[config.mk]
export PLATFORM = sky130hd
export DESIGN_NAME = rle_glyph_run_rasterizer_core
export DESIGN_NICKNAME = d
export VERILOG_FILES = /design/src/design/rgr_pkg.sv /design/src/design/rgr_div.sv /design/src/design/rle_glyph_run_rasterizer_core.sv
export SDC_FILE = /design/constraint.sdc
export NUM_CORES = 1
export LEC_CHECK = 0
export BUFFER_PORTS_ARGS = -buffer_cell sky130_fd_sc_hd__buf_2
export CORE_MARGIN = 2
export CORE_UTILIZATION = 60
export CTS_BUF_LIST = sky130_fd_sc_hd__clkbuf_4 sky130_fd_sc_hd__clkbuf_8
export CTS_CLUSTER_SIZE = 25
export DETAILED_ROUTE_END_ITERATION = 6
export PLACE_DENSITY = 0.8
export SLEW_MARGIN = 10
export SYNTH_ARGS = -nofsm -noshare
export SYNTH_HDL_FRONTEND = slang
export SYNTH_SLANG_ARGS = --single-unit
[constraint.sdc]
create_clock -name i_clk -period 8.9 [get_ports i_clk]
set_input_delay 0.445 -clock i_clk [delete_from_list [all_inputs] [get_ports i_clk]]
set_output_delay 0.445 -clock i_clk [all_outputs]
set_load 0.02 [all_outputs]
[src/design/rgr_pkg.sv]
// ----------------------------------------------------------------------------
// rgr_pkg
// Shared widths, reset values and register map of the glyph run rasterizer.
// ----------------------------------------------------------------------------
package rgr_pkg;

    localparam int DIM_W    = 10;
    localparam int CUR_Y_W  = 11;
    localparam int DIV_W    = 11;
    localparam int SCALE_W  = 22;
    localparam int COLOR_W  = 24;
    localparam int ALPHA_W  = 8;
    localparam int COUNT_W  = 8;
    localparam int COORD_W  = 16;
    localparam int MUL_A_W  = 11;
    localparam int PROD_W   = MUL_A_W + SCALE_W;

    localparam logic [DIM_W-1:0]   MAX_GLYPH_DIM = 10'd1023;
    localparam logic [DIM_W-1:0]   MIN_WIDTH     = 10'd5;
    localparam logic [15:0]        HALF_Q16      = 16'h8000;

    localparam logic [SCALE_W-1:0] SCALE_RST     = 22'd65536;
    localparam logic [COLOR_W-1:0] COLOR_RST     = 24'hFFFFFF;
    localparam logic [ALPHA_W-1:0] THRESH_RST    = 8'd30;

    localparam int ADDR_W = 4;
    localparam logic [1:0] REG_SCALE  = 2'd0;
    localparam logic [1:0] REG_COLOR  = 2'd1;
    localparam logic [1:0] REG_THRESH = 2'd2;

endpackage

[src/design/rgr_div.sv]
// ----------------------------------------------------------------------------
// rgr_div
// Restoring divider, one quotient bit per cycle, for cursor wrap on skip runs.
// ----------------------------------------------------------------------------
module rgr_div
    import rgr_pkg::*;
(
    input  logic               i_clk,
    input  logic               i_rst_n,
    input  logic               i_start,
    input  logic [DIV_W-1:0]   i_dividend,
    input  logic [DIM_W-1:0]   i_divisor,
    output logic               o_done,
    output logic [DIV_W-1:0]   o_quo,
    output logic [DIM_W-1:0]   o_rem
);

    localparam int CNT_W = $clog2(DIV_W + 1);

    logic               r_busy;
    logic               r_done;
    logic [CNT_W-1:0]   r_cnt;
    logic [DIV_W-1:0]   r_dvd;
    logic [DIM_W-1:0]   r_rem;
    logic [DIM_W-1:0]   r_dsr;

    logic [DIM_W:0]     n_part;
    logic [DIM_W:0]     n_diff;
    logic               n_qbit;

    always_comb begin
        n_part = {r_rem, r_dvd[DIV_W-1]};
        n_diff = n_part - {1'b0, r_dsr};
        n_qbit = (n_part >= {1'b0, r_dsr});
    end

    always_ff @(posedge i_clk) begin
        if (!i_rst_n) begin
            r_busy <= 1'b0;
            r_done <= 1'b0;
            r_cnt  <= '0;
        end else begin
            r_done <= 1'b0;
            if (i_start) begin
                r_busy <= 1'b1;
                r_cnt  <= CNT_W'(DIV_W);
                r_dvd  <= i_dividend;
                r_rem  <= '0;
                r_dsr  <= i_divisor;
            end else if (r_busy) begin
                r_rem <= n_qbit ? n_diff[DIM_W-1:0] : n_part[DIM_W-1:0];
                r_dvd <= {r_dvd[DIV_W-2:0], n_qbit};
                r_cnt <= r_cnt - 1'b1;
                if (r_cnt == CNT_W'(1)) begin
                    r_busy <= 1'b0;
                    r_done <= 1'b1;
                end
            end
        end
    end

    assign o_done = r_done;
    assign o_quo  = r_dvd;
    assign o_rem  = r_rem;

endmodule

[src/design/rle_glyph_run_rasterizer_core.sv]
// ----------------------------------------------------------------------------
// rle_glyph_run_rasterizer_core
// Decodes run-length coverage runs of a glyph into scaled screen rectangles.
// ----------------------------------------------------------------------------
// Input stream: one (alpha, length) run per transaction; tuser set latches
// glyph size and origin and clears the cursor before the run is applied.
// Output stream: one filled rectangle per transaction; tlast marks the last
// rectangle of a run. Configuration goes through the APB port; the user is to
// write it only while idle, which the block does not enforce. An accepted run
// is latched and checked; an ignored run ends there, a skip run then goes
// through the 11-step restoring divider, and a drawn run takes per rectangle
// four products through the one shared 11x22 multiplier and one emit state; a
// run yields up to 52 rectangles. Input ready is high only while idle.
// The output register holds one rectangle; when the receiver stalls the emit
// cycle waits, and the next run is accepted while the last rectangle waits.
// Reset loads the register defaults (scale 1.0, white, threshold 30), a
// glyph width of 5 with zero height, so runs are ignored until a new glyph.
// ----------------------------------------------------------------------------
module rle_glyph_run_rasterizer_core
    import rgr_pkg::*;
(
    input  logic               i_clk,
    input  logic               i_rst_n,
    // input run stream
    input  logic               i_s_axis_tvalid,
    output logic               o_s_axis_tready,
    // char_w[9:0] char_h[19:10] org_x[35:20] org_y[51:36]
    // run_alpha[59:52] run_length[67:60], zero fill above
    input  logic [71:0]        i_s_axis_tdata,
    // new_glyph[0]
    input  logic               i_s_axis_tuser,
    // output rectangle stream
    output logic               o_m_axis_tvalid,
    input  logic               i_m_axis_tready,
    // rect_x[15:0] rect_y[31:16] rect_w[47:32] rect_h[63:48] rect_argb[95:64]
    output logic [95:0]        o_m_axis_tdata,
    output logic               o_m_axis_tlast,
    // configuration
    input  logic               psel,
    input  logic               penable,
    input  logic               pwrite,
    input  logic [ADDR_W-1:0]  paddr,
    input  logic [31:0]        pwdata,
    output logic [31:0]        prdata,
    output logic               pready
);

    typedef enum logic [2:0] {
        S_IDLE,
        S_CHECK,
        S_DIV,
        S_MX0,
        S_MX1,
        S_MY0,
        S_MY1,
        S_EMIT
    } t_state;

    t_state               r_state;

    logic [SCALE_W-1:0]   r_scale;
    logic [COLOR_W-1:0]   r_color;
    logic [ALPHA_W-1:0]   r_thresh;

    logic [DIM_W-1:0]     r_width;
    logic [DIM_W-1:0]     r_height;
    logic [COORD_W-1:0]   r_ox;
    logic [COORD_W-1:0]   r_oy;
    logic [DIM_W-1:0]     r_cx;
    logic [CUR_Y_W-1:0]   r_cy;

    logic [ALPHA_W-1:0]   r_alpha;
    logic [COUNT_W-1:0]   r_count;
    logic [DIM_W-1:0]     r_xend;
    logic                 r_last;
    logic [PROD_W-1:0]    r_prod;
    logic [16:0]          r_sx;
    logic [16:0]          r_sy;
    logic [15:0]          r_w;

    logic                 r_ovalid;
    logic [95:0]          r_odata;
    logic                 r_olast;

    logic                 s_accept;
    logic                 cfg_wr;
    logic                 out_free;
    logic                 n_ignore;
    logic                 n_skip;
    logic [DIV_W-1:0]     n_total;
    logic [MUL_A_W-1:0]   mul_a;
    logic [PROD_W-1:0]    n_prod;
    logic [17:0]          n_round;
    logic [DIM_W-1:0]     n_take;
    logic [DIM_W-1:0]     n_gw;
    logic [DIM_W-1:0]     n_gh;

    logic                 div_done;
    logic [DIV_W-1:0]     div_quo;
    logic [DIM_W-1:0]     div_rem;

    function automatic logic [DIM_W-1:0] clamp_dim(input logic [DIM_W-1:0] v);
        begin
            clamp_dim = (v > MAX_GLYPH_DIM) ? MAX_GLYPH_DIM : v;
        end
    endfunction

    function automatic logic [15:0] span(input logic [17:0] e, input logic [16:0] s);
        logic [17:0] d;
        begin
            d = e - {1'b0, s};
            if (e > {1'b0, s}) begin
                span = (d > 18'h0FFFF) ? 16'hFFFF : d[15:0];
            end else begin
                span = 16'd1;
            end
        end
    endfunction

    assign s_accept = i_s_axis_tvalid && o_s_axis_tready;
    assign cfg_wr   = psel && penable && pwrite && pready;
    assign out_free = !r_ovalid || i_m_axis_tready;

    always_comb begin
        n_gw = i_s_axis_tdata[9:0];
        if (n_gw != '0 && n_gw < MIN_WIDTH) begin
            n_gw = MIN_WIDTH;
        end
        n_gw = clamp_dim(n_gw);
        n_gh = clamp_dim(i_s_axis_tdata[19:10]);
    end

    always_comb begin
        n_ignore = (r_count == '0) || (r_width == '0) ||
                   (r_cy >= {{(CUR_Y_W-DIM_W){1'b0}}, r_height});
        n_skip   = (r_alpha < r_thresh);
        n_total  = {1'b0, r_cx} + {{(DIV_W-COUNT_W){1'b0}}, r_count};
        n_take   = r_xend - r_cx;
    end

    always_comb begin
        unique case (r_state)
            S_MX0:   mul_a = {1'b0, r_cx};
            S_MX1:   mul_a = {1'b0, r_xend};
            S_MY0:   mul_a = r_cy;
            S_MY1:   mul_a = r_cy + 1'b1;
            default: mul_a = '0;
        endcase
        n_prod  = PROD_W'(mul_a) * PROD_W'(r_scale);
        n_round = 18'(({1'b0, r_prod} + (PROD_W+1)'(HALF_Q16)) >> 16);
    end

    rgr_div u_div (
        .i_clk      (i_clk),
        .i_rst_n    (i_rst_n),
        .i_start    (r_state == S_CHECK && !n_ignore && n_skip),
        .i_dividend (n_total),
        .i_divisor  (r_width),
        .o_done     (div_done),
        .o_quo      (div_quo),
        .o_rem      (div_rem)
    );

    always_ff @(posedge i_clk) begin
        if (!i_rst_n) begin
            r_state  <= S_IDLE;
            r_ovalid <= 1'b0;
            r_scale  <= SCALE_RST;
            r_color  <= COLOR_RST;
            r_thresh <= THRESH_RST;
            r_width  <= MIN_WIDTH;
            r_height <= '0;
            r_ox     <= '0;
            r_oy     <= '0;
            r_cx     <= '0;
            r_cy     <= '0;
        end else begin
            if (cfg_wr) begin
                unique case (paddr[3:2])
                    REG_SCALE:  r_scale  <= pwdata[SCALE_W-1:0];
                    REG_COLOR:  r_color  <= pwdata[COLOR_W-1:0];
                    REG_THRESH: r_thresh <= pwdata[ALPHA_W-1:0];
                    default:    ;
                endcase
            end

            if (r_ovalid && i_m_axis_tready && r_state != S_EMIT) begin
                r_ovalid <= 1'b0;
            end

            if (r_state == S_MX0 || r_state == S_MX1 ||
                r_state == S_MY0 || r_state == S_MY1) begin
                r_prod <= n_prod;
            end

            unique case (r_state)
                S_IDLE: begin
                    if (s_accept) begin
                        r_alpha <= i_s_axis_tdata[59:52];
                        r_count <= i_s_axis_tdata[67:60];
                        if (i_s_axis_tuser) begin
                            r_width  <= n_gw;
                            r_height <= n_gh;
                            r_ox     <= i_s_axis_tdata[35:20];
                            r_oy     <= i_s_axis_tdata[51:36];
                            r_cx     <= '0;
                            r_cy     <= '0;
                        end
                        r_state <= S_CHECK;
                    end
                end
                S_CHECK: begin
                    if (n_ignore) begin
                        r_state <= S_IDLE;
                    end else if (n_skip) begin
                        r_state <= S_DIV;
                    end else begin
                        r_state <= S_MX0;
                    end
                end
                S_DIV: begin
                    if (div_done) begin
                        r_cx    <= div_rem;
                        r_cy    <= r_cy + div_quo;
                        r_state <= S_IDLE;
                    end
                end
                S_MX0: begin
                    if (n_total >= {1'b0, r_width}) begin
                        r_xend <= r_width;
                        r_last <= (n_total == {1'b0, r_width});
                    end else begin
                        r_xend <= n_total[DIM_W-1:0];
                        r_last <= 1'b1;
                    end
                    r_state <= S_MX1;
                end
                S_MX1: begin
                    r_sx    <= r_prod[PROD_W-1:16];
                    r_state <= S_MY0;
                end
                S_MY0: begin
                    r_w     <= span(n_round, r_sx);
                    r_state <= S_MY1;
                end
                S_MY1: begin
                    r_sy    <= r_prod[PROD_W-1:16];
                    r_state <= S_EMIT;
                end
                S_EMIT: begin
                    if (out_free) begin
                        r_ovalid <= 1'b1;
                        r_olast  <= r_last;
                        r_odata  <= {r_alpha, r_color,
                                     span(n_round, r_sy),
                                     r_w,
                                     r_oy + r_sy[15:0],
                                     r_ox + r_sx[15:0]};
                        r_count  <= r_count - n_take[COUNT_W-1:0];
                        if (r_xend == r_width) begin
                            r_cx <= '0;
                            r_cy <= r_cy + 1'b1;
                        end else begin
                            r_cx <= r_xend;
                        end
                        r_state <= r_last ? S_IDLE : S_MX0;
                    end
                end
                default: r_state <= S_IDLE;
            endcase
        end
    end

    always_comb begin
        unique case (paddr[3:2])
            REG_SCALE:  prdata = {{(32-SCALE_W){1'b0}}, r_scale};
            REG_COLOR:  prdata = {{(32-COLOR_W){1'b0}}, r_color};
            REG_THRESH: prdata = {{(32-ALPHA_W){1'b0}}, r_thresh};
            default:    prdata = '0;
        endcase
    end

    assign pready          = 1'b1;
    assign o_s_axis_tready = (r_state == S_IDLE);
    assign o_m_axis_tvalid = r_ovalid;
    assign o_m_axis_tdata  = r_odata;
    assign o_m_axis_tlast  = r_olast;

    a_cursor_in_row: assert property (@(posedge i_clk) disable iff (!i_rst_n)
        (r_state == S_IDLE && r_width != '0) |-> (r_cx < r_width))
        else $error("cursor_x outside glyph row");

    a_take_nonzero: assert property (@(posedge i_clk) disable iff (!i_rst_n)
        (r_state == S_EMIT) |-> (r_xend > r_cx))
        else $error("rectangle piece with empty span");

    a_valid_from_emit: assert property (@(posedge i_clk) disable iff (!i_rst_n)
        $rose(o_m_axis_tvalid) |-> ($past(r_state) == S_EMIT))
        else $error("output valid raised outside emit");

    a_div_done_in_div: assert property (@(posedge i_clk) disable iff (!i_rst_n)
        div_done |-> (r_state == S_DIV))
        else $error("divider finished outside divide wait");

endmodule

==> run_results.csv, run 1 <==
group,metric,value,unit
global_routing,gr-total-overflow,0,
finish,layoutNonFillerInstCount,3605,
floorplan,dieArea,0.0460,sq mm
yosys,synth_top_family_by_area,"adder cells",
drt,drc,0,
yosys,yosys.area.top_type_share,25.2,%
sta,rsz0062_at_grt,"no",
worst_setup_path,crit_required,9.29,ns
worst_setup_path,startpoint,"r_cy[1]",
yosys,synth_top_area_cell,"edfxtp_1",
drt,dr_total_vias,20700,
global_routing,grt_max_degree,77,
yosys,synth-edff-count,223,
drt,vias_per_cell,5.74,
placed_design,dp_hpwl,50800,um
worst_setup_path,cp-start-kind,"flip-flop",
power,p_comb_share,9.8,%
placed_design,dp.cells,3465,
worst_setup_path,crit_arrival,8.59,ns
worst_hold_path,hp-class,"in2reg",
yosys,yosys-top-cells-count,"nand2_1, inv_1, edfxtp_1",
yosys,synthCells,2742,
worst_setup_path,cpMostUsedCell,"fa_1",
yosys,avgSynthCellArea,9.70,sq um
power,p_leak,13.2,nW
clocking,clock_sinks,360,
worst_setup_path,crit_buf_inv,5,
global_routing,antenna_found_initial,0,
run,maxCapViolCount,0,
worst_setup_path,max_stage_delay,0.55,ns
worst_setup_path,critPathCaptureType,"flip-flop",
worst_setup_path,cp-endpoint,"r_prod[29]",
power,swShare,25.0,%
floorplan,io_pins,248,
floorplan,start_util,60.4,%
yosys,synth.most_common_cell,"nand2_1",
worst_setup_path,crit_slowest_cell,"fa_1",
global_routing,grt_use_total,29.5,%
clocking,htreeDepth,2,
sta,tightest_slew,1.23,ns
yosys,yosys.area_share.simple,15.5,%
floorplan,die_h,215,um
yosys,yosysWarningCount,0,
worst_setup_path,reg2reg_from,"r_cy[1]",
clocking,cts_made_buffers,60,
sta,fin_worst_skew,0.0299,ns
finish,areaGrowthSynthToFinish,12.1,%
worst_setup_path,crit_path_max_fanout,14,
finish,antenna_cells,0,
floorplan,die_x,215,um
yosys,synth_area,0.0266,sq mm
sta,setup-tns-final,0,ns
status,status,"finished clean",
placed_design,numPortBuffers,224,
yosys,ys_seq_area_share,35.5,%
yosys,synth_seq_cells,360,
power,powerDensity,130,mW/mm^2
yosys,synth-xor-area-share,4.68,%
drt,drt_first_iter_violations,1779,
yosys,synthArstFlopShare,0,%
sta,min_period_over_period,92.1,%
placed_design,gp_congestion,0.930,
worst_setup_path,rr_worst_depth,30,
global_routing,grt_first_pass_wirelength,109000,um
global_routing,first_global_vias,20800,
floorplan,rows,77,
clocking,post-cts-setup-buffers,0,
sta,period_minus_slack,8.20,ns
sta,max_slew_margin,17.6,%
power,clkPwrFrac,42.5,%
power,pwr-share-seq,47.6,%
clocking,cts_tree,"built",
drt,drtPass1Iterations,6,
yosys,synth_area_leaders,"edfxtp_1, fa_1, dfxtp_1",
finish,drive_gt1_share,14.2,%
power,p_int,2.91,mW
finish,nNetsFinal,3470,
clocking,insertion_delay,0.68,ns
drt,routed_wl,67500,um
yosys,synth_cell_type_count,82,
yosys,synthAdderAreaFrac,23.8,%
yosys,synth_mux_area_share,2.05,%
worst_setup_path,r2r_slack,0.70,ns
yosys,synth-compound-area-share,11.8,%
floorplan,fp.coreArea,0.0440,sq mm
worst_setup_path,critical_path_class,"reg2reg",
clocking,clockBufferDepth,3,
worst_setup_path,r2r-end,"r_prod[29]",
clocking,clkTransAtPathRegs,0.07,ns
sta,hold_violations,0,
sta,fmax,122,MHz
drt,post_drt_wl_per_cell,18.7,um
worst_setup_path,path_delay_family,"adder cells",
clocking,cts_root_buffer,"clkbuf_8",
sta,drv_slew,0,
drt,ant_nets,0,
power,vdd_drop_max,102,uV
yosys,ys.flop_type,"edfxtp_1",
worst_setup_path,worstSetupPathDepth,30,
sta,setup_violations,0,
power,p_sw,0.972,mW
## power groups by stage
stage | Sequential (mW) | Clock, mW | Combinational [mW]
floorplan | 1.86 | 0 | 0.267
global placement | 1.88 | 0 | 0.349
detailed placement | 1.88 | 0 | 0.365
CTS | 1.85 | 1.67 | 0.377
global route | 1.85 | 1.74 | 0.422
finish | 1.85 | 1.65 | 0.381
## metal layers
metal | wire length (um) | global-route usage, %
met1 | 27200 | 37.9
met2 | 32300 | 49.2
met3 | 5270 | 5.08
met4 | 2780 | 13.0
met5 | 0 | 0
## tightest hold or removal path, delay by kind of cell
| kind | cells | cell delay (ns) |
|---|---|---|
| simple gates | 2 | 0.11 |
| buf+inv | 1 | 0.09 |
## worst min-delay path by stage
stage                                   from            endpoint  cells past startpoint
final                             pwdata[13]         r_color[13]                      3
after global routing      i_s_axis_tdata[44]             r_oy[8]                      3
after CTS                         pwdata[11]         r_color[11]                      3
after detailed placement              r_w[4]  o_m_axis_tdata[36]                      0
after global placement                r_w[1]  o_m_axis_tdata[33]                      0
after floorplan                       r_w[0]  o_m_axis_tdata[32]                      0
## cell type report
class,instances,area (sq um)
Tap cell,592,741
Multi-Input combinational cell,1937,15400
Inverter,327,1230
Timing Repair Buffer,277,1590
Fill cell,3349,14200
Clock buffer,78,1000
Sequential cell,360,9440
Clock inverter,34,349
## flip-flops by register name, indices dropped and copies added, names as in the netlist, 11 cells and up
name and cells:
o_m_axis_tdata 96, r_color 24, r_cy 11, r_ox 16
r_oy 16, r_prod 18, r_scale 22, r_sx 17
r_sy 17, r_w 16, u_div.o_quo 11
## timing repair
item | 4_1_cts | 5_1_grt
endpoints found under the hold margin | 28 | 0
setup endpoints to repair | 0 | 0
hold buffers | 28 | 0
resized for setup | 0 | 0
## cells by family after synthesis
| kind of cell | count (synthesis) |
|---|---|
| other | 2 |
| AOI/OAI and AO/OA | 457 |
| muxes | 52 |
| adders and majority gates | 391 |
| xor gates and xnor gates | 142 |
| buffers and inverters | 452 |
| and+or+nand+nor | 886 |
| DFF | 360 |
## through the flow
stage / utilization (%) / area [sq um] / hold WS [ns] / worst slack [ns] / total power [mW]
floorplan: - / 26600 / 0.400 / 1.46 / 2.13
global placement: 64.0 / 28200 / 0.408 / 0.987 / 2.23
detailed placement: 64.0 / 28200 / 0.405 / 0.792 / 2.25
CTS: 67.7 / 29800 / 0.000336 / 0.738 / 3.89
global route: 67.7 / 29800 / 0.0402 / 0.238 / 4.01
finish: 67.7 / 29800 / 0.0389 / 0.703 / 3.88
## cells in the final DEF (no fill, tap or decap), types with 20 or more instances in the layout
master	instances
a21boi_0	85
a21o_1	48
a21oi_1	84
a22oi_1	26
and2_1	96
and3_1	29
buf_2	223
buf_4	26
clkbuf_8	67
dfxtp_1	137
dlygate4sd3_1	28
edfxtp_1	223
fa_1	192
ha_1	199
inv_1	327
mux2_2	20
mux2i_1	32
nand2_1	446
nand3_1	64
nor2_1	106
nor2b_1	32
nor3_1	23
o21a_1	22
o21ai_0	84
xnor2_1	100
xor2_1	42
Power figures use the tool's default switching activity.
==> run 2, diff against run 1 <==
Settings changed: CTS_BUF_LIST sky130_fd_sc_hd__clkbuf_4 sky130_fd_sc_hd__clkbuf_8 to default.
==> run 2 against run 1 <==
- routed wire length shrank 0.97%
- setup slack lost 0.020 ns
- combinational power shrank 3%
- via count shrank 1.1%
- critical endpoint is now r_prod[32]
- clock power is essentially flat
- non-clock buffer count shrank 28
- worst hold slack gained 0.030 ns
- register-to-register slack lost 0.02 ns
- sequential share of layout area grew 0.35 points
- sequential power is essentially flat
- utilization shrank 0.73 points
==> run_results.csv, run 2 (same netlist as run 1, synthesis figures left out) <==
group,metric,value,unit
status,status,"finished clean",
drt,drtPass1Iterations,6,
finish,layoutNonFillerInstCount,3536,
worst_setup_path,critPathCaptureType,"flip-flop",
sta,fmax,122,MHz
global_routing,grt_first_pass_wirelength,108000,um
worst_setup_path,critical_path_class,"reg2reg",
sta,rsz0062_at_grt,"no",
placed_design,gp_congestion,0.930,
drt,vias_per_cell,5.79,
global_routing,antenna_found_initial,0,
clocking,cts_root_buffer,"clkbuf_16",
placed_design,dpl_cell_area,0.0282,sq mm
worst_setup_path,cpMostUsedCell,"fa_1",
sta,tightest_slew,1.20,ns
sta,hold_ws,0.0693,ns
sta,fin_ws,0.684,ns
placed_design,dp_hpwl,50800,um
sta,setup_violations,0,
sta,period_minus_slack,8.22,ns
global_routing,gr-total-overflow,0,
worst_setup_path,r2r_slack,0.68,ns
worst_setup_path,crit_arrival,8.53,ns
clocking,clock_sinks,360,
clocking,hold_buffers,0,
clocking,post-cts-setup-buffers,0,
drt,dr_total_vias,20500,
floorplan,rows,77,
floorplan,io_pins,248,
worst_setup_path,crit_required,9.21,ns
finish,nNetsFinal,3421,
sta,fin_worst_skew,0.0329,ns
clocking,clkTransAtPathRegs,0.06,ns
floorplan,die_h,215,um
finish,areaGrowthSynthToFinish,10.9,%
finish,fin_util,67.0,%
run,maxCapViolCount,0,
sta,hold_violations,0,
drt,post_drt_wl_per_cell,18.9,um
worst_setup_path,crit_path_max_fanout,14,
sta,max_slew_margin,19.4,%
global_routing,busiest_layer,"met2",
sta,drv_slew,0,
clocking,htreeDepth,2,
drt,ant_nets,0,
floorplan,dieArea,0.0460,sq mm
finish,final_cell_mix,"nand2_1, inv_1, buf_2, edfxtp_1, ha_1",
sta,setup-tns-final,0,ns
global_routing,grt_use_total,29.3,%
global_routing,use_met1,38.3,%
global_routing,grtUsageMet3,5.40,%
clocking,cts_resized,0,
global_routing,grt_max_degree,77,
finish,drive_gt1_share,13.0,%
placed_design,place_ws,0.792,ns
placed_design,numPortBuffers,224,
finish,largest_register_ffs,96,
clocking,insertion_delay,0.58,ns
power,vdd_drop_max,118,uV
finish,design_area,0.0295,sq mm
power,power.total,3.88,mW
finish,fillers,3369,
sta,min_period_over_period,92.3,%
drt,routed_wl,66900,um
clocking,cts_tree,"built",
global_routing,grt_util_met2,49.3,%
floorplan,fp.coreArea,0.0440,sq mm
floorplan,die_x,215,um
placed_design,dp.cells,3465,
worst_setup_path,crit_slowest_cell,"fa_1",
power,powerDensity,132,mW/mm^2
clocking,cts_made_buffers,39,
worst_hold_path,hp-class,"in2reg",
floorplan,start_util,60.4,%
clocking,clockBufferDepth,3,
finish,mostFrequentLayoutCell,"nand2_1",
worst_setup_path,max_stage_delay,0.55,ns
finish,antenna_cells,0,
worst_setup_path,cp-start-kind,"flip-flop",
global_routing,first_global_vias,20400,
power,p_leak,13.0,nW
drt,drc,0,
drt,drt_first_iter_violations,1736,
run 2: final timing paths:
| kind | cells after the start | startpoint | end |
|---|---|---|---|
| max | 31 | r_cy[1] | r_prod[32] |
| min | 1 | i_s_axis_tdata[52] | r_alpha[0] |
| max reg2reg | 31 | r_cy[1] | r_prod[32] |
| min reg2reg | 0 | r_w[4] | o_m_axis_tdata[36] |
run 2: metal layers:
layer	wire (um)	up-vias
met3	5010	187
met5	0	-
met4	2380	0
met1	27300	9937
met2	32200	838
li1	-	9509
run 2: area by class of cell:
cell class / count / area, sq um / area share [%]
clock buffers: 57 / 1180 / 3.99
well taps: 592 / 741 / 2.51
flip-flops and latches: 360 / 9440 / 32.0
repair buffers: 249 / 1310 / 4.45
inverters: 327 / 1230 / 4.16
multi-input cells: 1937 / 15400 / 52.4
clock inverters: 14 / 134 / 0.454
run 2: power breakdown:
part | switching, mW | leakage, nW | internal [mW] | total, mW
sequential | 0.0443 | 3.12 | 1.80 | 1.85
combinational | 0.220 | 9.23 | 0.151 | 0.371
clock | 0.684 | 0.647 | 0.980 | 1.66
total | 0.948 | 13.0 | 2.93 | 3.88
run 2: worst max-delay path: cells and delay by family, from the launching register on:
| kind | cells | cell delay (ns) |
|---|---|---|
| compound gates | 8 | 1.71 |
| xor+xnor | 2 | 0.31 |
| flops | 1 | 0.52 |
| fa+ha+maj | 7 | 3.27 |
| simple gates | 9 | 1.68 |
| buf+inv | 5 | 0.47 |
==> run 3, diff against run 2 <==
--- a/config.mk
+++ b/config.mk
@@ -15,3 +15,4 @@
 export SYNTH_ARGS = -nofsm -noshare
 export SYNTH_HDL_FRONTEND = slang
+export SYNTH_HIERARCHICAL = 1
 export SYNTH_SLANG_ARGS = --single-unit
==> constraint.sdc (replaced) <==
create_clock -name i_clk -period 8.9 [get_ports i_clk]
set_input_delay 0.89 -clock i_clk [delete_from_list [all_inputs] [get_ports i_clk]]
set_output_delay 0.89 -clock i_clk [all_outputs]
set_load 0.02 [all_outputs]
==> run 3 against run 2 <==
- sequential cell count stayed put
- clock-buffer cell count is 3 lower
- sequential power is 3% higher
==> run_results.csv, run 3 <==
group,metric,value,unit
clocking,post-cts-setup-buffers,0,
power,vdd_drop_max,151,uV
power,powerDensity,143,mW/mm^2
worst_setup_path,crit_slowest_cell,"o21ai_1",
yosys,synth_seq_cells,360,
clocking,clkTransAtPathRegs,0.06,ns
floorplan,start_util,60.5,%
yosys,synthArstFlopShare,0,%
clocking,htreeDepth,2,
placed_design,dp_hpwl,56900,um
worst_setup_path,path_delay_family,"adder cells",
yosys,synth_area_leaders,"edfxtp_1, fa_1, dfxtp_1",
clocking,clock_sinks,360,
placed_design,gp_congestion,0.958,
finish,nNetsFinal,3475,
drt,drt_first_iter_violations,2128,
drt,drtPass1Iterations,6,
global_routing,grt_max_degree,72,
drt,drc,0,
clocking,clockBufferDepth,3,
power,power.total,4.24,mW
clocking,cts_tree,"built",
global_routing,grt_use_total,32.6,%
yosys,ys.flop_type,"edfxtp_1",
sta,tightest_slew,1.17,ns
drt,post_drt_wl_per_cell,20.7,um
worst_setup_path,crit_path_max_fanout,12,
worst_setup_path,critPathCaptureType,"flip-flop",
yosys,yosysWarningCount,6,
clocking,cts_root_buffer,"clkbuf_16",
global_routing,antenna_found_initial,2,
power,p_leak,13.1,nW
sta,min_period_over_period,89.5,%
drt,routed_wl,74500,um
clocking,cts_made_buffers,41,
worst_setup_path,crit_arrival,8.30,ns
drt,ant_nets,0,
yosys,synth_top_area_cell,"edfxtp_1",
floorplan,die_x,215,um
yosys,synth.most_common_cell,"nand2_1",
finish,mostFrequentLayoutCell,"nand2_1",
global_routing,gr-total-overflow,0,
floorplan,io_pins,248,
yosys,yosys-top-cells-count,"nand2_1, inv_1, edfxtp_1",
run,maxCapViolCount,0,
yosys,yosys.area.top_type_share,25.1,%
placed_design,numPortBuffers,224,
sta,hold_violations,0,
worst_setup_path,crit_required,9.23,ns
sta,fmax,126,MHz
worst_setup_path,max_stage_delay,0.79,ns
floorplan,die_h,215,um
sta,period_minus_slack,7.96,ns
worst_setup_path,cp-start-kind,"flip-flop",
yosys,synth_area,0.0266,sq mm
yosys,synth_cell_type_count,91,
floorplan,fp.coreArea,0.0440,sq mm
global_routing,first_global_vias,21700,
drt,dr_total_vias,21300,
yosys,synth-edff-count,223,
worst_setup_path,cpMostUsedCell,"fa_1",
finish,areaGrowthSynthToFinish,11.1,%
status,status,"finished clean",
finish,final_cell_mix,"nand2_1, inv_1, buf_2",
sta,drv_slew,0,
sta,setup_violations,0,
yosys,avgSynthCellArea,9.55,sq um
clocking,cts_resized,0,
worst_setup_path,critical_path_class,"reg2reg",
worst_hold_path,hp-class,"reg2reg",
sta,setup-tns-final,0,ns
yosys,ys_seq_area_share,35.4,%
clocking,hold_buffers,0,
worst_setup_path,crit_buf_inv,2,
finish,largest_register_ffs,96,
sta,max_slew_margin,21.8,%
sta,fin_worst_skew,0.0219,ns
drt,vias_per_cell,5.93,
global_routing,grt_first_pass_wirelength,118000,um
sta,rsz0062_at_grt,"no",
clocking,insertion_delay,0.59,ns
finish,drive_gt1_share,13.0,%
worst_setup_path,worstPathCellList,"ha_1, and3_1, and3_1, and3_1, xnor2_1, o21ai_1, and2_1, fa_1, fa_1, fa_1, fa_1, inv_1, fa_1, inv_1, ha_1, a21o_1, a21o_1, nor3_1, o31a_1, o21ai_0, o31a_1, o21ai_1, nand2b_1, a311o_1",
floorplan,dieArea,0.0461,sq mm
yosys,synthCells,2788,
floorplan,rows,77,
-- run 3: cell type report --
class,instances,area (sq um)
Multi-Input combinational cell,1952,15400
Fill cell,3335,14400
Sequential cell,360,9440
Inverter,361,1360
Timing Repair Buffer,252,1330
Clock buffer,54,1160
Tap cell,592,741
Clock inverter,22,183
Antenna cell,2,5.00
-- run 3: kinds of logic (layout without fill, tap and decap cells) --
kind of cell             count (synthesis)  after routing  share of synthesized area [%]
other                                    2             11                         0.0282
XOR/XNOR                               141            141                           4.64
adder cells (fa/ha/maj)                391            391                           23.8
multiplexers                            52             52                           2.07
buffers and inverters                  483            689                           7.08
AND/OR/NAND/NOR                        885            885                           15.2
AO/OA/AOI/OAI                          474            474                           11.8
flip-flops                             360            360                           35.4
-- run 3: worst paths after layout --
path,start,end,slack [ns],cells past startpoint
setup reg to reg,r_cy[1],r_prod[22],0.94,24
hold reg to reg,r_w[9],o_m_axis_tdata[41],0.42,0
setup / recovery,r_cy[1],r_prod[22],0.94,24
hold / removal,r_w[9],o_m_axis_tdata[41],0.42,0
-- run 3: worst register-to-register path, cell delays in order (launching register included) --
cell and delay (ns):
dfxtp_1 0.51, ha_1 0.34, and3_1 0.22, and3_1 0.26
and3_1 0.26, xnor2_1 0.08, o21ai_1 0.79, and2_1 0.26
fa_1 0.46, fa_1 0.54, fa_1 0.52, fa_1 0.55
inv_1 0.06, fa_1 0.52, inv_1 0.04, ha_1 0.30
a21o_1 0.18, a21o_1 0.19, nor3_1 0.16, o31a_1 0.26
o21ai_0 0.24, o31a_1 0.38, o21ai_1 0.14, nand2b_1 0.10
a311o_1 0.35
-- run 3: metal layers --
| layer | track usage [%] | vias to the layer above | share of wire [%] |
|---|---|---|---|
| li1 | - | 9693 | - |
| met1 | 42.3 | 10300 | 40 |
| met2 | 53.0 | 1101 | 46 |
| met3 | 7.73 | 213 | 10 |
| met4 | 12.7 | 2 | 4.0 |
| met5 | 0 | - | 0.017 |
-- run 3: metrics by stage --
step	hold slack (ns)	util [%]	instance area [sq um]	cells	setup WS [ns]
2_1_floorplan	0.400	-	26700	2795	1.83
3_3_place_gp	0.406	64.2	28200	3517	1.27
3_5_place_dp	0.407	64.2	28200	3517	1.07
4_1_cts	0.423	67.2	29600	3593	1.03
5_1_grt	0.427	67.2	29600	3593	0.627
6_report	0.422	67.2	29600	3595	0.936
-- run 3: power by group --
group          switching (mW)  internal [mW]  total [mW]
Sequential             0.0690           1.83        1.90
Clock                   0.738          0.960        1.70
Combinational           0.402          0.243       0.645
